## src/rtl/agsr_pkg.sv

```systemverilog
// Package for the audio gain and speed resampler: register indexes, states, Q-format constants.
`timescale 1ns / 1ps

package agsr_pkg;

    // Configuration register indexes
    typedef enum logic [1:0] {
        REG_GAIN          = 2'd0,
        REG_SPEED         = 2'd1,
        REG_CHANNEL_COUNT = 2'd2
    } reg_index_t;

    // Control states
    typedef enum logic [1:0] {
        ST_IDLE,
        ST_EMIT,
        ST_MARK
    } agsr_state_t;

    // Q2.14 one, and the register ranges
    localparam logic [15:0] ONE_Q14    = 16'd16384;
    localparam logic [15:0] GAIN_MAX   = 16'd32768;
    localparam logic [15:0] GAIN_RESET = 16'd32768;
    localparam logic [15:0] SPEED_MIN  = 16'd8192;
    localparam logic [15:0] SPEED_MAX  = 16'd32768;
    localparam logic [15:0] SPEED_RESET = 16'd16384;

endpackage

```

## src/rtl/audio_gain_speed_resampler_unit.sv

```systemverilog
// Audio gain and speed resampler: scales samples, buffers one frame, emits nearest-neighbor copies.
`timescale 1ns / 1ps

// Interleaved PCM samples enter on the s_ side, one per word, chunk end on s_tlast.
// Each sample is scaled by the Q1.15 gain (floored) and written to a one-frame
// memory. When a frame is complete it is read back zero, one or two times (speed
// 0.5..2.0 in Q2.14), one memory read per output word; the last copy of a chunk
// carries m_tlast, and a chunk whose last frame yields no copy ends in a single
// marker word with m_tuser low. Timing: while idle an input word is taken as soon as it
// is valid; a word that completes a frame then holds the input while each copy is read,
// one word at a time (the single read port of the frame memory sets this), or until the
// marker is sent after draining. Output stalls hold the input longer. The frame memory
// has no reset; registers reset to gain 1.0, speed 1.0, two channels.
module audio_gain_speed_resampler_unit
    import agsr_pkg::*;
#(
    parameter int MAX_CHANNELS = 8,
    parameter int SAMPLE_BITS  = 16
) (
    input  logic                   aclk,
    input  logic                   aresetn,
    // configuration write port
    input  logic                   cfg_we,
    input  logic [1:0]             cfg_addr,
    input  logic [15:0]            cfg_wdata,
    // input stream
    input  logic                   s_tvalid,
    output logic                   s_tready,
    input  logic [((SAMPLE_BITS + 7) / 8) * 8 - 1:0]  s_tdata,   // sample_in
    input  logic                   s_tlast,   // chunk_last
    // output stream
    output logic                   m_tvalid,
    input  logic                   m_tready,
    output logic [((SAMPLE_BITS + 10) / 8) * 8 - 1:0] m_tdata,   // sample_out, channel_index
    output logic                   m_tuser,   // sample_valid
    output logic                   m_tlast    // chunk_end
);

    localparam int MDW = SAMPLE_BITS + 3;
    localparam int MTW = ((MDW + 7) / 8) * 8;
    localparam int AW  = (MAX_CHANNELS > 1) ? $clog2(MAX_CHANNELS) : 1;
    localparam int PW  = SAMPLE_BITS + 17;
    localparam logic [4:0] CH_MAX   = 5'(MAX_CHANNELS > 15 ? 15 : MAX_CHANNELS);
    localparam logic [3:0] CH_RESET = 4'(MAX_CHANNELS < 2 ? MAX_CHANNELS : 2);

    // configuration registers
    logic [15:0] gain_reg;
    logic [15:0] speed_reg;
    logic [3:0]  count_reg;

    // control state
    agsr_state_t state_reg, state_next;
    logic [2:0]  cp_reg, cp_next;
    logic [15:0] phase_reg, phase_next;
    logic [3:0]  cnt_reg, cnt_next;
    logic        last_reg, last_next;

    // read data stage
    logic                   rd_valid_reg, rd_valid_next;
    logic [SAMPLE_BITS-1:0] rd_sample_reg;
    logic [2:0]             rd_ch_reg;
    logic                   rd_end_reg;
    logic                   rd_end_next;
    logic                   rd_en;

    // output register
    logic                   out_valid_reg, out_valid_next;
    logic [SAMPLE_BITS-1:0] out_sample_reg, out_sample_next;
    logic [2:0]             out_ch_reg, out_ch_next;
    logic                   out_flag_reg, out_flag_next;
    logic                   out_end_reg, out_end_next;

    // frame memory
    logic [SAMPLE_BITS-1:0] frame_mem [MAX_CHANNELS];

    logic                   s_accept;
    logic                   out_free;
    logic                   load_rd;
    logic                   frame_done;
    logic [15:0]            phase_adv;
    logic                   copy_end;
    logic                   more_adv;
    logic signed [PW-1:0]   product;
    logic [SAMPLE_BITS-1:0] scaled;
    logic                   wr_en;

    // another copy is allowed at this position; on the last frame it must round in
    function automatic logic more_copy(input logic [15:0] ph, input logic [15:0] spd,
                                       input logic lst);
        logic [16:0] twice;
        begin
            twice = {ph, 1'b0} + {1'b0, spd};
            more_copy = (ph < ONE_Q14) && (!lst || (twice <= {ONE_Q14, 1'b0}));
        end
    endfunction

    // gain scaling, floored
    assign product = $signed(s_tdata[SAMPLE_BITS-1:0]) * $signed({1'b0, gain_reg});
    assign scaled  = product[SAMPLE_BITS+14:15];

    assign s_tready = (state_reg == ST_IDLE);
    assign s_accept = s_tvalid && s_tready;
    assign out_free = !out_valid_reg || m_tready;
    assign load_rd  = rd_valid_reg && out_free;
    assign rd_en    = (state_reg == ST_EMIT) && (!rd_valid_reg || load_rd);
    assign wr_en    = s_accept && ({1'b0, cp_reg} < 4'(MAX_CHANNELS > 15 ? 15 : MAX_CHANNELS)
                                   || MAX_CHANNELS > 8);

    assign frame_done = ({1'b0, cp_reg} + 4'd1) >= count_reg;
    assign phase_adv  = phase_reg + speed_reg;
    assign copy_end   = (cnt_reg + 4'd1) == count_reg;
    assign more_adv   = more_copy(phase_adv, speed_reg, last_reg);

    // configuration writes, saturated to range
    always_ff @(posedge aclk) begin
        if (!aresetn) begin
            gain_reg  <= GAIN_RESET;
            speed_reg <= SPEED_RESET;
            count_reg <= CH_RESET;
        end else if (cfg_we) begin
            unique case (cfg_addr)
                REG_GAIN: begin
                    gain_reg <= (cfg_wdata > GAIN_MAX) ? GAIN_MAX : cfg_wdata;
                end
                REG_SPEED: begin
                    if (cfg_wdata < SPEED_MIN) begin
                        speed_reg <= SPEED_MIN;
                    end else if (cfg_wdata > SPEED_MAX) begin
                        speed_reg <= SPEED_MAX;
                    end else begin
                        speed_reg <= cfg_wdata;
                    end
                end
                REG_CHANNEL_COUNT: begin
                    if (cfg_wdata[3:0] == 4'd0) begin
                        count_reg <= 4'd1;
                    end else if ({1'b0, cfg_wdata[3:0]} > CH_MAX) begin
                        count_reg <= CH_MAX[3:0];
                    end else begin
                        count_reg <= cfg_wdata[3:0];
                    end
                end
                default: begin
                end
            endcase
        end
    end

    // frame memory: write on accept, registered read while emitting
    always_ff @(posedge aclk) begin
        if (wr_en) begin
            frame_mem[AW'(cp_reg)] <= scaled;
        end
        if (rd_en) begin
            rd_sample_reg <= frame_mem[AW'(cnt_reg)];
            rd_ch_reg     <= cnt_reg[2:0];
            rd_end_reg    <= rd_end_next;
        end
    end

    // next state and outputs
    always_comb begin
        state_next      = state_reg;
        cp_next         = cp_reg;
        phase_next      = phase_reg;
        cnt_next        = cnt_reg;
        last_next       = last_reg;
        rd_valid_next   = rd_valid_reg;
        rd_end_next     = 1'b0;
        out_valid_next  = out_valid_reg;
        out_sample_next = out_sample_reg;
        out_ch_next     = out_ch_reg;
        out_flag_next   = out_flag_reg;
        out_end_next    = out_end_reg;

        // read stage into the output register
        if (load_rd) begin
            rd_valid_next   = 1'b0;
            out_valid_next  = 1'b1;
            out_sample_next = rd_sample_reg;
            out_ch_next     = rd_ch_reg;
            out_flag_next   = 1'b1;
            out_end_next    = rd_end_reg;
        end else if (m_tready) begin
            out_valid_next = 1'b0;
        end

        unique case (state_reg)
            ST_IDLE: begin
                if (s_accept) begin
                    if (frame_done && more_copy(phase_reg, speed_reg, s_tlast)) begin
                        state_next = ST_EMIT;
                        cnt_next   = 4'd0;
                        last_next  = s_tlast;
                        cp_next    = 3'd0;
                    end else if (s_tlast) begin
                        state_next = ST_MARK;
                        phase_next = 16'd0;
                        cp_next    = 3'd0;
                    end else if (frame_done) begin
                        phase_next = (phase_reg >= ONE_Q14) ? phase_reg - ONE_Q14 : 16'd0;
                        cp_next    = 3'd0;
                    end else begin
                        cp_next = cp_reg + 3'd1;
                    end
                end
            end
            ST_EMIT: begin
                if (rd_en) begin
                    rd_valid_next = 1'b1;
                    if (copy_end) begin
                        phase_next = phase_adv;
                        if (more_adv) begin
                            cnt_next = 4'd0;
                        end else begin
                            rd_end_next = last_reg;
                            state_next  = ST_IDLE;
                            if (last_reg || phase_adv < ONE_Q14) begin
                                phase_next = 16'd0;
                            end else begin
                                phase_next = phase_adv - ONE_Q14;
                            end
                        end
                    end else begin
                        cnt_next = cnt_reg + 4'd1;
                    end
                end
            end
            ST_MARK: begin
                // end marker after any pending sample word
                if (!rd_valid_reg && out_free) begin
                    out_valid_next  = 1'b1;
                    out_sample_next = '0;
                    out_ch_next     = 3'd0;
                    out_flag_next   = 1'b0;
                    out_end_next    = 1'b1;
                    state_next      = ST_IDLE;
                end
            end
            default: begin
                state_next = ST_IDLE;
            end
        endcase
    end

    // control registers
    always_ff @(posedge aclk) begin
        if (!aresetn) begin
            state_reg     <= ST_IDLE;
            cp_reg        <= 3'd0;
            phase_reg     <= 16'd0;
            cnt_reg       <= 4'd0;
            last_reg      <= 1'b0;
            rd_valid_reg  <= 1'b0;
            out_valid_reg <= 1'b0;
        end else begin
            state_reg     <= state_next;
            cp_reg        <= cp_next;
            phase_reg     <= phase_next;
            cnt_reg       <= cnt_next;
            last_reg      <= last_next;
            rd_valid_reg  <= rd_valid_next;
            out_valid_reg <= out_valid_next;
        end
    end

    // output payload
    always_ff @(posedge aclk) begin
        out_sample_reg <= out_sample_next;
        out_ch_reg     <= out_ch_next;
        out_flag_reg   <= out_flag_next;
        out_end_reg    <= out_end_next;
    end

    assign m_tvalid = out_valid_reg;
    assign m_tdata  = MTW'({out_ch_reg, out_sample_reg});
    assign m_tuser  = out_flag_reg;
    assign m_tlast  = out_end_reg;

endmodule

```

## config.mk

```make
export PLATFORM = sky130hd
export DESIGN_NAME = audio_gain_speed_resampler_unit
export DESIGN_NICKNAME = d
export VERILOG_FILES = /design/src/rtl/agsr_pkg.sv /design/src/rtl/audio_gain_speed_resampler_unit.sv
export SDC_FILE = /design/constraint.sdc
export NUM_CORES = 1
export LEC_CHECK = 0
export BUFFER_PORTS_ARGS = -buffer_cell sky130_fd_sc_hd__buf_2
export CAP_MARGIN = 15
export CORE_MARGIN = 4
export CORE_UTILIZATION = 55
export CTS_BUF_LIST = sky130_fd_sc_hd__clkbuf_2 sky130_fd_sc_hd__clkbuf_4 sky130_fd_sc_hd__clkbuf_8
export CTS_CLUSTER_DIAMETER = 200
export DETAILED_ROUTE_END_ITERATION = 16
export PLACE_DENSITY = 0.76
export SKIP_CTS_REPAIR_TIMING = 1
export SYNTH_ARGS = -nofsm -noshare
export SYNTH_HDL_FRONTEND = slang
export SYNTH_SLANG_ARGS = --single-unit
```

## constraint.sdc

```tcl
create_clock -name aclk -period 9.6 [get_ports aclk]
set_input_delay 0.96 -clock aclk [delete_from_list [all_inputs] [get_ports aclk]]
set_output_delay 0.96 -clock aclk [all_outputs]
set_load 0.005 [all_outputs]
```

==> metrics <==
routed vias/inst about 5.7; leakage approximately 9.1 nW; total wire length ~42000 µm; peak supply drop 0.106 mV; TritonRoute pass-1 iters 5; Layout area overhead 7.13%; status finished clean; final layout net count 2300; CP cell instances nand2_1 > fa_1 > inv_1 > fa_1 > inv_1 > fa_1 > inv_1 > fa_1 > fa_1 > inv_1 > fa_1 > inv_1 > ha_1 > a21oi_1 > o21ai_0 > or3_1 > o211ai_1 > a31oi_1 > a311oi_1 > o31ai_1 > o21ai_0 > nand2b_1 > xor2_1; #FFs+latches synth ~230; final critical-path share of the clock period 0.777; Yosys top cell area share 0.230; top cells by area, synth edfxtp_1 (23%), fa_1 (20%), ha_1 (10%); Netlist cell types 89; total vias in the final route between 10000 and 15000; Sequential Area 0.00616 mm²; FP Rows between 60 and 70; CTS tree yes; Top reg by flops frame_mem; Die X between 150 and 200 µm; Final Hold Vio Count 0; worst setup margin 2.14 ns; # setup viols final 0; largest stage delay on the critical path ~0.88 ns; Port Buffers just over 60; Setup TNS 0 ns; largest area contributor in the netlist edfxtp_1; number of CTS-inserted buffers 36; relative max-transition margin 0.262; Final GP Congestion 0.903; Synth Flop Type edfxtp_1; Fillers ~2800; CP max stage cell dfxtp_1; multi-input combinational cell area around 0.012 mm²; DIE HEIGHT just under 200 µm; Worst Tran Pin Value between 1 and 1.5 ns; Post-synth EDFFs between 100 and 150; worst clock skew around 0.016 ns; critical setup path kind reg -> reg; DPL Wire Length 31700 µm; Initial Util 0.560; CP required approximately 9.9 ns; RSZ-0062 raised after global routing false; synth warn 0; grt ovf 0; Largest register FFs roughly 130; Max-cap violations 0; Skew-Pair Late Insertion Delay 0.53 ns; antenna diode count 0; Max Fclk about 130 MHz; Root Driver clkbuf_8; Post-Syn Instances between 1500 and 2000; CTS clk-pin slew, worst paths approximately 0.060 ns; Crit path top cell by count fa_1; io pins between 60 and 70; CTS HTree Levels 2; pwr dens 140 mW/mm²; R2R Setup Slk between 2 and 2.5 ns; total global-route track usage 0.223; critical path fanouts, max 17; largest net degree at the start of global routing 40; initial antenna violation count 0; vias in the first global route 14000; layout cells sized above 1 0.108; DP Worst Slack around 1.8 ns; CTS sink cnt 233; sequential cell area fraction in the yosys report 0.316; core area 0.0347 mm²; crit end category flop; post-route ant nets 0; Avg WL per Cell between 15 and 20 µm; CP startpoint kind flop; Syn Area/Cell 10.4 µm²; Worst Path Arrival about 7.7 ns; Post-route DRC 0; CTS max path bufs 3; Tmin final approximately 7.5 ns; worst hold path type reg -> reg; first-pass GRT wire length 70100 µm; die area 0.0384 mm²; Buf+Inv Stages, Crit Path 5; Syn Std Cell Area roughly 0.02 mm²; 1st-iter DRT viols 1047; max-slew violation count 0; Post-synth ARST share 0; CP delay by family, top adder cells
[final timing paths]
| path | depth (start not counted) | from | end |
|---|---|---|---|
| worst max-delay path | 23 | gain_reg[12]$_SDFFE_PN0P_ | frame_mem[2][14]$_DFFE_PP_ |
| worst min-delay path | 2 | rd_end_reg$_SDFFCE_PP0P_ | m_tlast$_DFF_P_ |
| worst max register to register | 23 | gain_reg[12]$_SDFFE_PN0P_ | frame_mem[2][14]$_DFFE_PP_ |
| worst min register to register | 2 | rd_end_reg$_SDFFCE_PP0P_ | m_tlast$_DFF_P_ |
[area by class of cell]
cell class / instances / area share
Timing Repair Buffer: 77 / 0.0206
Clock buffer: 44 / 0.0270
Clock inverter: 22 / 0.00757
Sequential cell: 233 / 0.295
Multi-Input combinational cell: 1287 / 0.574
Inverter: 269 / 0.0485
Tap cell: 455 / 0.0273
[report_power, final]
group / total (W) / switching (W) / internal (W)
clock network: 0.000818 / 0.000374 / 0.000444
logic: 0.000774 / 0.000477 / 0.000297
registers: 0.00132 / 0.0000433 / 0.00128
[cells by family (layout without fill, tap and decap cells)]
family / after synthesis / count (layout) / share of synthesized area
fa+ha+maj: 356 / 356 / 0.305
buf+inv: 346 / 412 / 0.0711
xor+xnor: 52 / 52 / 0.0234
flops: 233 / 233 / 0.316
other cells: 1 / 5 / 0.000193
simple gates: 565 / 565 / 0.144
compound gates: 252 / 252 / 0.0892
mux: 57 / 57 / 0.0509
[tightest hold or removal path, cell delays in order, from the launching register on]
cell and delay, ns:
edfxtp_1 0.32, nand2_1 0.05, nand3b_1 0.07
[cells in the mapped netlist (13+ instances only)]
library cell	number
clkbuf_1	61
a22oi_1	13
nand2_1	213
a22o_1	14
ha_1	160
xor2_1	22
dfxtp_1	84
edfxtp_1	149
nor3_1	21
nor2_1	85
mux2_2	16
o21ai_0	28
nand3_1	24
nand4_1	15
a21o_1	19
fa_1	196
and2_1	120
nand2b_1	24
a211oi_1	14
a21oi_1	88
mux4_2	32
inv_1	268
xnor2_1	30
[stage by stage]
stage / instance area [µm²] / util / std cells / total power [W] / hold slack [ns]
CTS: 20800 / 0.600 / 2385 / 0.00294 / 0.454
floorplan: 19500 / - / 1866 / 0.00187 / 0.429
finish: 20800 / 0.600 / 2387 / 0.00292 / 0.453
global route: 20800 / 0.600 / 2387 / 0.00309 / 0.463
detailed placement: 20100 / 0.579 / 2319 / 0.00211 / 0.446
global placement: 20100 / 0.579 / 2319 / 0.00208 / 0.441
[placed cells by master (no fill, tap or decap), types with 28 or more instances in the layout]
cell	instances
edfxtp_1	149
nand2_1	213
fa_1	196
clkbuf_8	38
inv_1	268
a21oi_1	87
dfxtp_1	83
xnor2_1	30
mux4_2	32
o21ai_0	28
buf_2	62
ha_1	160
nor2_1	85
and2_1	120
[layer usage]
metal	GRT usage	part of all wire	up-vias
li1	-	-	6328
met1	0.304	0.43	6717
met2	0.375	0.48	427
met3	0.0297	0.059	95
met4	0.0665	0.027	0
met5	0	0	-
Power figures use the tool's default switching activity.
